==> config.mk <==
export PLATFORM = sky130hd
export DESIGN_NAME = hid_keyboard_to_gamepad_mask
export DESIGN_NICKNAME = d
export VERILOG_FILES = /design/src/sv/hkgm_pkg.sv /design/src/sv/hid_keyboard_to_gamepad_mask.sv
export SDC_FILE = /design/constraint.sdc
export NUM_CORES = 1
export LEC_CHECK = 0
export ABC_CLOCK_PERIOD_IN_PS = 9150
export BUFFER_PORTS_ARGS = -buffer_cell sky130_fd_sc_hd__buf_2
export CORE_ASPECT_RATIO = 1.75
export CORE_MARGIN = 10
export CORE_UTILIZATION = 41
export DETAILED_ROUTE_END_ITERATION = 12
export RECOVER_POWER = 100
export SYNTH_ARGS = -nofsm -noshare
export SYNTH_HDL_FRONTEND = slang
export SYNTH_SLANG_ARGS = --single-unit
==> constraint.sdc <==
create_clock -name i_clk -period 9.15 [get_ports i_clk]
set_input_delay 0.915 -clock i_clk [delete_from_list [all_inputs] [get_ports i_clk]]
set_output_delay 0.915 -clock i_clk [all_outputs]
set_load 0.01 [all_outputs]
==> src/sv/hkgm_pkg.sv <==
// ----------------------------------------------------------------------------
// hkgm_pkg
// Types, constants and the keycode table of the keyboard to gamepad decoder.
// ----------------------------------------------------------------------------
package hkgm_pkg;

    localparam int KEY_SLOTS = 6;
    localparam int BUTTONS   = 26;

    typedef logic [7:0]         t_keycode;
    typedef logic [4:0]         t_button;
    typedef logic [BUTTONS-1:0] t_mask;
    typedef logic [1:0]         t_led;

    localparam t_keycode KEY_NONE   = 8'd0;
    localparam t_keycode KEY_CAPS   = 8'd57;
    localparam t_keycode SHIFT_BITS = 8'h22;
    localparam t_button  NO_BUTTON  = 5'd31;
    localparam t_led     LED_CAPS   = 2'd2;
    localparam t_led     LED_OFF    = 2'd0;

    function automatic t_button key_button(input t_keycode code, input logic shift);
        t_button plain;
        t_button shifted;
        plain   = NO_BUTTON;
        shifted = NO_BUTTON;
        unique case (code)
            8'd4:  begin plain = 5'd2;  shifted = 5'd16; end
            8'd7:  begin plain = 5'd3;  shifted = 5'd17; end
            8'd8:  begin plain = 5'd9;  shifted = 5'd9;  end
            8'd11: begin plain = 5'd14; shifted = 5'd14; end
            8'd13: begin plain = 5'd12; shifted = 5'd12; end
            8'd14: begin plain = 5'd13; shifted = 5'd13; end
            8'd16: begin plain = 5'd7;  shifted = 5'd7;  end
            8'd17: begin plain = 5'd6;  shifted = 5'd6;  end
            8'd19: begin plain = 5'd10; shifted = 5'd10; end
            8'd20: begin plain = 5'd8;  shifted = 5'd8;  end
            8'd21: begin plain = 5'd25; shifted = 5'd25; end
            8'd22: begin plain = 5'd1;  shifted = 5'd19; end
            8'd24: begin plain = 5'd15; shifted = 5'd15; end
            8'd26: begin plain = 5'd0;  shifted = 5'd18; end
            8'd40: begin plain = 5'd4;  shifted = 5'd4;  end
            8'd42: begin plain = 5'd5;  shifted = 5'd5;  end
            8'd43: begin plain = 5'd24; shifted = 5'd24; end
            default: begin plain = NO_BUTTON; shifted = NO_BUTTON; end
        endcase
        return shift ? shifted : plain;
    endfunction

endpackage

==> src/sv/hid_keyboard_to_gamepad_mask.sv <==
// ----------------------------------------------------------------------------
// hid_keyboard_to_gamepad_mask
// Decodes boot keyboard reports into a gamepad button mask and caps LED requests.
// ----------------------------------------------------------------------------
//  channel | valid        | ready        | payload
//  report  | i_in_valid   | o_in_ready   | modifier, six key slots, mask, address
//  result  | o_out_valid  | i_out_ready  | button mask, LED request fields
//
//  One report per cycle while the result is not stalled; a taken report moves through
//  the input register, then the result register.
//  Caps mode and the previous keys update as a report moves into the result register.
//  A stalled result holds; the input register still takes a report while it is empty.
//  Reset clears both valid flags, the previous keys and caps mode.
// ----------------------------------------------------------------------------
module hid_keyboard_to_gamepad_mask
    import hkgm_pkg::*;
(
    input  logic        i_clk,
    input  logic        i_rst_n,
    input  logic        i_in_valid,
    output logic        o_in_ready,
    input  logic [7:0]  i_modifier_bits,
    input  logic [7:0]  i_key_slot_0,
    input  logic [7:0]  i_key_slot_1,
    input  logic [7:0]  i_key_slot_2,
    input  logic [7:0]  i_key_slot_3,
    input  logic [7:0]  i_key_slot_4,
    input  logic [7:0]  i_key_slot_5,
    input  logic [25:0] i_prior_mask,
    input  logic [6:0]  i_dev_address,
    input  logic [3:0]  i_interface_instance,
    output logic        o_out_valid,
    input  logic        i_out_ready,
    output logic [25:0] o_button_mask,
    output logic        o_led_request,
    output logic [1:0]  o_led_byte,
    output logic [6:0]  o_led_dev_address,
    output logic [3:0]  o_led_instance
);

    t_keycode w_keys [KEY_SLOTS];

    logic     r_s1_valid;
    t_keycode r_s1_mod;
    t_keycode r_s1_keys [KEY_SLOTS];
    t_mask    r_s1_mask;
    logic [6:0] r_s1_addr;
    logic [3:0] r_s1_inst;

    logic     r_out_valid;
    t_mask    r_button_mask;
    logic     r_led_request;
    t_led     r_led_byte;
    logic [6:0] r_led_addr;
    logic [3:0] r_led_inst;

    t_keycode r_prev_keys [KEY_SLOTS];
    logic     r_caps_mode;

    logic     w_in_acc;
    logic     w_s1_adv;
    logic     w_caps_held;
    logic     w_shift_mod;
    logic     n_caps_mode;
    logic     n_led_request;
    t_mask    n_button_mask;
    t_button  w_btn;

    assign w_keys[0] = i_key_slot_0;
    assign w_keys[1] = i_key_slot_1;
    assign w_keys[2] = i_key_slot_2;
    assign w_keys[3] = i_key_slot_3;
    assign w_keys[4] = i_key_slot_4;
    assign w_keys[5] = i_key_slot_5;

    assign w_s1_adv   = r_s1_valid && (!r_out_valid || i_out_ready);
    assign o_in_ready = !r_s1_valid || w_s1_adv;
    assign w_in_acc   = i_in_valid && o_in_ready;

    assign w_shift_mod = |(r_s1_mod & SHIFT_BITS);

    always_comb begin
        w_caps_held = 1'b0;
        for (int i = 0; i < KEY_SLOTS; i++) begin
            if (r_prev_keys[i] == KEY_CAPS) begin
                w_caps_held = 1'b1;
            end
        end
    end

    // walk slots in order: caps mode flips at each fresh Caps Lock slot, other keys set button bits
    always_comb begin
        n_caps_mode   = r_caps_mode;
        n_led_request = 1'b0;
        n_button_mask = r_s1_mask;
        w_btn         = NO_BUTTON;
        for (int i = 0; i < KEY_SLOTS; i++) begin
            if (r_s1_keys[i] == KEY_CAPS) begin
                if (!w_caps_held) begin
                    n_caps_mode   = !n_caps_mode;
                    n_led_request = 1'b1;
                end
            end else if (r_s1_keys[i] != KEY_NONE) begin
                w_btn = key_button(r_s1_keys[i], w_shift_mod || n_caps_mode);
                if (w_btn < t_button'(BUTTONS)) begin
                    n_button_mask[w_btn] = 1'b1;
                end
            end
        end
    end

    always_ff @(posedge i_clk) begin
        if (!i_rst_n) begin
            r_s1_valid  <= 1'b0;
            r_out_valid <= 1'b0;
            r_caps_mode <= 1'b0;
            for (int i = 0; i < KEY_SLOTS; i++) begin
                r_prev_keys[i] <= KEY_NONE;
            end
        end else begin
            if (w_in_acc) begin
                r_s1_valid <= 1'b1;
            end else if (w_s1_adv) begin
                r_s1_valid <= 1'b0;
            end
            if (w_s1_adv) begin
                r_out_valid <= 1'b1;
                r_caps_mode <= n_caps_mode;
                for (int i = 0; i < KEY_SLOTS; i++) begin
                    r_prev_keys[i] <= r_s1_keys[i];
                end
            end else if (i_out_ready) begin
                r_out_valid <= 1'b0;
            end
        end
    end

    // hold payloads unless a beat moves in
    always_ff @(posedge i_clk) begin
        if (w_in_acc) begin
            r_s1_mod  <= i_modifier_bits;
            r_s1_mask <= i_prior_mask;
            r_s1_addr <= i_dev_address;
            r_s1_inst <= i_interface_instance;
            for (int i = 0; i < KEY_SLOTS; i++) begin
                r_s1_keys[i] <= w_keys[i];
            end
        end
        if (w_s1_adv) begin
            r_button_mask <= n_button_mask;
            r_led_request <= n_led_request;
            r_led_byte    <= (n_led_request && n_caps_mode) ? LED_CAPS : LED_OFF;
            r_led_addr    <= n_led_request ? r_s1_addr : 7'd0;
            r_led_inst    <= n_led_request ? r_s1_inst : 4'd0;
        end
    end

    assign o_out_valid       = r_out_valid;
    assign o_button_mask     = r_button_mask;
    assign o_led_request     = r_led_request;
    assign o_led_byte        = r_led_byte;
    assign o_led_dev_address = r_led_addr;
    assign o_led_instance    = r_led_inst;

endmodule

==> Implementation_results.wiki, run 1 <==
{| class="wikitable"
! Metric !! Value
|-
| Netlist area before placement || 10900 um^2
|-
| Vias in the first global route || 8777
|-
| Count of cell types in the netlist || 88
|-
| Shortest clock period the worst path allows after layout || 5.07 ns
|-
| Max transition margin || -83.4%
|-
| Hold Startpoint || r_s1_inst[1]
|-
| Footprint of the multi-input gates || about 5200 um^2
|-
| Register area share after synthesis || 48.4%
|-
| Total of flip-flops plus latches after synthesis || around 180
|-
| Crit path launch type || input pin
|-
| Nets || 1320
|-
| Cell with the most instances after synthesis || edfxtp_1
|-
| Ports || 139
|-
| Clock sink count || 177
|-
| Largest net degree at the start of global routing || 50
|-
| Uppermost metal layer occupied by signal nets || met4
|-
| Synthesized-area fraction occupied by ao, oa, aoi and oai cells || 17.1%
|-
| Maximum net fanout on the critical path || 49
|-
| Wire length of the first global-routing pass || roughly 48 mm
|-
| Global placement routability congestion || 0.912
|-
| Sum of negative setup slack || 0 ns
|-
| Adder and majority cell fraction of the synthesized area || 4.81%
|-
| Worst hold-check path type || reg2reg
|-
| Wire length on met1 || 11.5 mm
|-
| Asr flop ratio synth || 0%
|-
| Leading area contributor after synthesis || edfxtp_1
|-
| Relative area change from synthesis to final layout || 12.1%
|-
| Total via count after detailed routing || 8770
|-
| Total Routed Length || 31.8 mm
|-
| Die Area || 33800 um^2
|-
| Violations in the final reports || max-capacitance violations, max-slew violations
|-
| Total placed cells including tap cells || about 1.5k
|-
| Area contributors post-synth || edfxtp_1 48%, ha_1 4.8%, and2_1 3.8%
|-
| Setup skew after layout || 0.0143 ns
|-
| Result of the run || complete, but fails checks
|-
| Share of the synthesized netlist area taken by xor and xnor gates || 1.44%
|-
| Via/cell ratio || 5.78
|-
| Fraction of layout instances using a drive strength above 1 || about 12%
|-
| Area of the core || 26400 um^2
|-
| Startpoint of the most critical setup path || i_out_ready
|-
| Dominant combinational cell family by area after synthesis || simple AND/OR/NAND/NOR gates
|-
| Critical path endpoint category || flop
|-
| Reg2Reg Launch Point || o_out_valid
|-
| Top flip-flop cell by instance count after synthesis || edfxtp_1
|-
| Routed wl met2 || 17.7 mm
|-
| RSZ-0062 raised after global routing || false
|-
| TritonCTS clock tree || done
|-
| Number of input and output port buffers inserted || 131
|-
| Mean routed wirelength per cell || 20.9 um
|-
| Clock insertion delay at the later pin of the skew report || 0.46 ns
|-
| Footprint of the flip-flops and latches || 5290 um^2
|-
| Die Span Y || 236 um
|-
| Number of instances in the synthesized netlist || roughly 1.1k
|-
| Number of setup violations in the final report || 0
|-
| Hold buffer count at cts || 0
|-
| Post-Syn Nets || 1220
|-
| Area fraction in and, or, nand and nor cells after synthesis || 22.1%
|-
| Total routing usage reported by global routing || 18.7%
|-
| Transition time at the pin with the least slew margin || 2.75 ns
|-
| Layout Utilization || 46.4%
|-
| Die width || 143 um
|-
| Synth top area share || 47.9%
|-
| Share of synthesized area spent on multiplexers || 2.88%
|-
| Total CTS buffers || 17
|-
| Worst IR drop on VDD || 0.000131 V
|-
| Met3 wire length || 1.10 mm
|-
| Antenna fix cells || 0
|-
| Post-detailed-placement half-perimeter wirelength || around 24 mm
|-
| Reg clk slew, reported paths || around 0.08 ns
|-
| CP Data Arrival Time || 5.09 ns
|-
| Root buffer cell || clkbuf_16
|-
| Longest Clk Path Bufs || 2
|-
| Critical Path RT || just over 9 ns
|-
| Routed Antenna Nets || 0
|-
| Row count || 79
|-
| Number of antenna violations at the first check in global routing || 0
|-
| Final worst-path cycle share || 55.5%
|-
| Max Cap Violations || 5
|-
| Fin. max-slew vios || 228
|-
| Remaining design rule violation count || 0
|-
| Number of warnings reported in the yosys synthesis log || 0
|-
| Sum of overflow across all layers after global routing || 0
|-
| Critical Setup Path Class || in2reg
|-
| Areal power density over the cells || 157 nW/um^2
|-
| Average size of a mapped cell || 10.1 um^2
|-
| Fill cells || 2559
|-
| Count of non-filler cells in the finished layout || approximately 1.5k
|-
| Initial cell density of the core || 41.4%
|-
| Number of setup buffers added after CTS || 0
|-
| Number of DRC violations after detailed-routing iteration 0 || ~500
|-
| Highest Clock Rate || slightly below 0.2 GHz
|-
| Number of H-tree levels || 4
|-
| Number of enable flip-flop cells after synthesis || 174
|-
| P_leak || 4.42 nW
|-
| Top post-synthesis cells by count || 174 x edfxtp_1, 81 x nor2_1, 77 x nand2_1, 70 x a21oi_1, 67 x and2_1
|-
| Number of iterations in the first detailed-routing pass || 5
|-
| Final hold viol count || 0
|-
| Fin Hold WS || 0.516 ns
|-
| Post-cts resize count || 0
|}
-- final cells by class --
class / count / area share [%]
flip-flops and latches: 177 / 43.2
inverters: 36 / 1.10
multi-input cells: 812 / 42.7
clock inverters: 15 / 1.06
well taps: 324 / 3.31
clock buffers: 17 / 3.48
repair buffers: 137 / 5.13
-- report_power, final --
group	switching, mW	internal (mW)
Combinational	0.151	0.0912
Clock	0.328	0.355
Sequential	0.0488	0.947
-- cell families (layout without fill, tap and decap cells) --
family | after synthesis | count (layout)
buf+inv | 92 | 205
compound gates | 285 | 285
flops | 177 | 177
other cells | 1 | 1
mux | 31 | 31
simple gates | 438 | 438
xor+xnor | 15 | 15
fa+ha+maj | 42 | 42
-- final timing paths --
kind	end	slack (ns)	depth (start not counted)
setup / recovery	r_s1_mask[0]	4.08	5
hold / removal	o_led_instance[1]	0.52	1
setup reg to reg	r_s1_mask[0]	4.22	4
hold reg to reg	o_led_instance[1]	0.52	1
-- per-layer routing --
layer | vias to the layer above | track usage (%)
met5 | - | 0
met1 | 4196 | 18.9
li1 | 4248 | -
met3 | 70 | 2.92
met4 | 0 | 10.1
met2 | 256 | 35.2
-- flip-flops by register name, indices dropped and copies added (netlist names), 2 cells and up --
signal             count
o_led_dev_address      7
r_s1_mask             26
o_led_instance         4
r_s1_addr              7
r_s1_inst              4
r_s1_mod               2
r_s1_keys             48
r_prev_keys           48
o_button_mask         26
-- per-stage QoR --
stage                     setup WS (ns)  cell area, um^2  total power [mW]
final                              4.08            12200              1.92
after global placement             4.97            11800              1.25
after global routing               3.58            12200              2.00
after CTS                          5.00            12400              1.94
after floorplan                    5.55            10900              1.16
after detailed placement           5.01            11800              1.25
-- worst max-delay path, stage by stage --
cell and delay [ns]:
clkbuf_1 0.09, nor2b_1 0.07, nand2_1 0.08, and2_0 1.94, clkbuf_1 1.94
-- placed cells by master (no fill, tap or decap), drive strengths merged, types with 9 or more instances in the layout --
cell type | synthesis | final
a31oi | 13 | 13
o211ai | 17 | 17
edfxtp | 174 | 174
or2 | 12 | 12
o221ai | 9 | 9
o22ai | 9 | 9
nand3 | 21 | 21
o21ai | 72 | 72
xnor2 | 10 | 10
inv | 36 | 42
or3 | 17 | 17
clkbuf | 51 | 65
nor2 | 83 | 83
nor3 | 42 | 42
a21oi | 70 | 70
mux2i | 28 | 28
a211oi | 15 | 15
nand2b | 37 | 37
buf | 5 | 89
o31ai | 14 | 14
nor2b | 22 | 22
ha | 42 | 42
nand2 | 78 | 78
and2 | 68 | 68
nand4 | 12 | 12
Note: power is estimated with default switching activity, not from simulation.
==> run 2: changes to the inputs <==
--- a/config.mk
+++ b/config.mk
@@ -5,7 +5,8 @@
 export SDC_FILE = /design/constraint.sdc
 export NUM_CORES = 1
 export LEC_CHECK = 0
-export ABC_CLOCK_PERIOD_IN_PS = 9150
+export ABC_AREA = 1
+export ABC_CLOCK_PERIOD_IN_PS = 5000
 export BUFFER_PORTS_ARGS = -buffer_cell sky130_fd_sc_hd__buf_2
 export CORE_ASPECT_RATIO = 1.75
 export CORE_MARGIN = 10
==> constraint.sdc (replaced) <==
create_clock -name i_clk -period 5 [get_ports i_clk]
set_input_delay 0.5 -clock i_clk [delete_from_list [all_inputs] [get_ports i_clk]]
set_output_delay 0.5 -clock i_clk [all_outputs]
set_load 0.01 [all_outputs]
==> run 2 against run 1 <==
Effect of this change: the flow still finishes with violations (max-capacitance violations, max-slew violations); first-iteration DRC count rose by 24%; count of clock-buffer cells in the layout did not move; final area decreased by 3.1%; clock power grew 93%; sequential power grew 80%; power grew 84%; core utilization increased by 0.79 points; non-clock buffer count shrank 1; global-route usage fell by 0.84 points; critical path depth up 11; synthesized cell count rose by 13%; routed wire length fell by 8.1%; critical endpoint is now o_button_mask[1]; largest cell class unchanged; largest power group unchanged.
==> Implementation_results.wiki, run 2 <==
{| class="wikitable"
! Metric !! Value
|-
| Count of non-filler cells in the finished layout || ~1.7k
|-
| Die Span Y || around 230 um
|-
| Areal power density over the cells || just under 300 nW/um^2
|-
| Total Routed Length || between 20 and 30 mm
|-
| Top post-synthesis cells by count || 250 x nor2_1, 197 x nand2_1, 174 x edfxtp_1, 152 x inv_1, 96 x o21ai_0
|-
| Vias in the first global route || 8990
|-
| Top flip-flop cell by instance count after synthesis || edfxtp_1
|-
| Hold buffer count at cts || 0
|-
| Met2 track demand over resource in global routing || a little over a third
|-
| Number of H-tree levels || 4
|-
| Longest Clk Path Bufs || 2
|-
| Number of setup violations in the final report || 0
|-
| Final worst-path cycle share || between 70 and 80%
|-
| Mean routed wirelength per cell || 17.3 um
|-
| R2R Setup Slk || ~1.1 ns
|-
| Initial cell density of the core || about 41%
|-
| Die width || 140 um
|-
| Violations in the final reports || max-capacitance violations, max-slew violations
|-
| Sum of overflow across all layers after global routing || 0
|-
| Register area share after synthesis || 50.9%
|-
| Average size of a mapped cell || 8.50 um^2
|-
| Setup WS pre-CTS || 1.50 ns
|-
| Post-route worst setup slack || approximately 1.1 ns
|-
| Shortest clock period the worst path allows after layout || 3.89 ns
|-
| Clock sink count || 177
|-
| Result of the run || complete, but fails checks
|-
| Fill cells || 2484
|-
| Netlist area before placement || a little over 10000 um^2
|-
| Critical path endpoint category || flop
|-
| Ports || 139
|-
| Hold worst-path end || r_s1_keys[5][1]
|-
| Number of DRC violations after detailed-routing iteration 0 || 623
|-
| Routed Antenna Nets || 0
|-
| Via/cell ratio || 5.24
|-
| Transition time at the pin with the least slew margin || 2.24 ns
|-
| Number of input and output port buffers inserted || about 130
|-
| Sum of negative setup slack || 0 ns
|-
| Clock insertion delay at the later pin of the skew report || ~0.45 ns
|-
| Asr flop ratio synth || 0%
|-
| Maximum net fanout on the critical path || 7
|-
| Post-detailed-placement half-perimeter wirelength || 23.2 mm
|-
| Crit path launch type || flop
|-
| Most frequent cells in the layout || 250 x nor2_1, 198 x nand2_1, 174 x edfxtp_1
|-
| Die Area || 32300 um^2
|-
| CP Data Arrival Time || around 4.2 ns
|-
| Fin Hold WS || 0.219 ns
|-
| Max Cap Violations || 4
|-
| Remaining design rule violation count || 0
|-
| Area contributors post-synth || edfxtp_1 50%, nor2_1 9.0%, nand2_1 7.1%
|-
| Total via count after detailed routing || 8845
|-
| Relative area change from synthesis to final layout || 14.3%
|-
| Leading area contributor after synthesis || edfxtp_1
|-
| Global placement routability congestion || 0.942
|-
| Count of cell types in the netlist || 56
|-
| Total placed cells including tap cells || ~1.7k
|-
| Post-Syn Nets || 1360
|-
| Number of iterations in the first detailed-routing pass || 6
|-
| Reg2Reg Capture Point || o_button_mask[1]
|-
| Reg2Reg Launch Point || r_s1_keys[0][1]
|-
| Highest-utilization routing layer at the global route stage || met2
|-
| Area of the core || 25100 um^2
|-
| Fin. max-slew vios || between 150 and 200
|-
| Final hold viol count || 0
|-
| Total CTS buffers || 17
|-
| Footprint of the flip-flops and latches || 5290 um^2
|-
| Footprint of the multi-input gates || 4370 um^2
|-
| Highest Clock Rate || 0.257 GHz
|-
| Number of antenna violations at the first check in global routing || 2
|-
| Wire length of the first global-routing pass || 45.8 mm
|-
| Worst Hold Path Cells || 1
|-
| Total of flip-flops plus latches after synthesis || around 180
|-
| Cell with the most instances after synthesis || nor2_1
|-
| Total routing usage reported by global routing || 17.8%
|-
| Most common library cell in the layout ignoring fill and taps || nor2_1
|-
| Number of instances in the synthesized netlist || 1221
|-
| Worst reg-to-reg path cell count || 16
|-
| Critical Setup Path Class || reg2reg
|-
| Row count || between 70 and 80
|-
| Met3 capacity usage during global routing || 3.82%
|-
| Worst IR drop on VDD || 0.000237 V
|-
| Largest net degree at the start of global routing || 50
|-
| TritonCTS clock tree || done
|-
| GRT met1 Usage || 16.3%
|-
| Synth top area share || approximately half
|-
| Worst hold-check path type || in2reg
|-
| Number of warnings reported in the yosys synthesis log || 0
|-
| Nets || 1496
|-
| Reg clk slew, reported paths || 0.07 ns
|-
| Setup skew after layout || 0.0141 ns
|-
| Number of enable flip-flop cells after synthesis || 174
|-
| Hold Startpoint || i_key_slot_5[1]
|-
| Number of setup buffers added after CTS || 0
|-
| Post-cts resize count || 0
|-
| Max transition margin || -49.0%
|-
| Overall power consumption || 3.54 mW
|-
| RSZ-0062 raised after global routing || false
|-
| Root buffer cell || clkbuf_16
|-
| Largest registers ranked by flip-flop count || r_prev_keys: 48 flops, r_s1_keys: 48 flops
|-
| Critical Path RT || roughly 5.3 ns
|-
| P_leak || 4.94 nW
|-
| Fraction of layout instances using a drive strength above 1 || 11.3%
|}
-- run 2: changes by cell type in the layout (fill, tap and decap cells not counted), sizes merged, moves of 37 or more --
cell and delta:
nor2 +171, nand2b -37, nand2 +132, inv +117
nand3 +66, and2 -67
-- run 2: report_power, final --
group / internal [mW] / switching, mW
combinational: 0.130 / 0.292
clock: 0.740 / 0.584
sequential: 1.73 / 0.0584
-- run 2: logic make-up after synthesis --
logic type | count (synthesis) | share of synthesized area [%]
adder cells (fa/ha/maj) | 42 | 5.07
buffers and inverters | 178 | 6.63
other | 1 | 0.0361
flip-flops | 177 | 50.9
AO/OA/AOI/OAI | 220 | 12.2
AND/OR/NAND/NOR | 603 | 25.1
-- run 2: layout make-up --
| cell class | instances | area share, % |
|---|---|---|
| sequential | 177 | 44.6 |
| antenna | 2 | 0.0422 |
| inverter | 159 | 5.04 |
| clock inverter | 15 | 1.32 |
| tap | 316 | 3.33 |
| timing repair buffer | 136 | 5.31 |
| multi-input combinational | 866 | 36.8 |
| clock buffer | 17 | 3.59 |
-- run 2: critical path: stages (launching register included) --
cell and delay, ns:
edfxtp_1 0.49, inv_1 0.18, ha_1 0.23, nand2_1 0.07, nor3_1 0.51, nand3_1 0.14, nand2_1 0.14, nand3_1 0.14
nand2_1 0.10, nand2_1 0.12, nand2_1 0.12, nand2_1 0.09, o21ai_0 0.56, nand3_1 0.34, o21ai_0 0.31, nor2_1 0.07
o21ai_0 0.10
-- run 2: worst max-delay path by stage --
stage / start / to / slack [ns] / depth (start not counted)
after floorplan: i_out_ready / r_s1_addr[0] / 2.10 / 4
after global placement: r_s1_keys[0][0] / o_button_mask[15] / 1.53 / 16
after global routing: r_s1_keys[0][1] / o_button_mask[1] / 0.75 / 16
after detailed placement: r_s1_keys[0][0] / o_button_mask[14] / 1.50 / 16
after CTS: r_s1_keys[0][0] / o_button_mask[15] / 1.49 / 16
final: r_s1_keys[0][1] / o_button_mask[1] / 1.11 / 16
-- run 2: stage by stage --
stage,instance area (um^2),utilization [%]
2_1_floorplan,10400,-
3_3_place_gp,11400,45.2
3_5_place_dp,11400,45.2
4_1_cts,12000,47.5
5_1_grt,11900,47.2
6_report,11900,47.2
-- run 2: metal layers --
layer / vias to the layer above / wire, um
met4: 0 / 1110
met1: 4113 / 10000
met3: 69 / 1070
met5: - / 0
li1: 4428 / -
met2: 235 / 17000
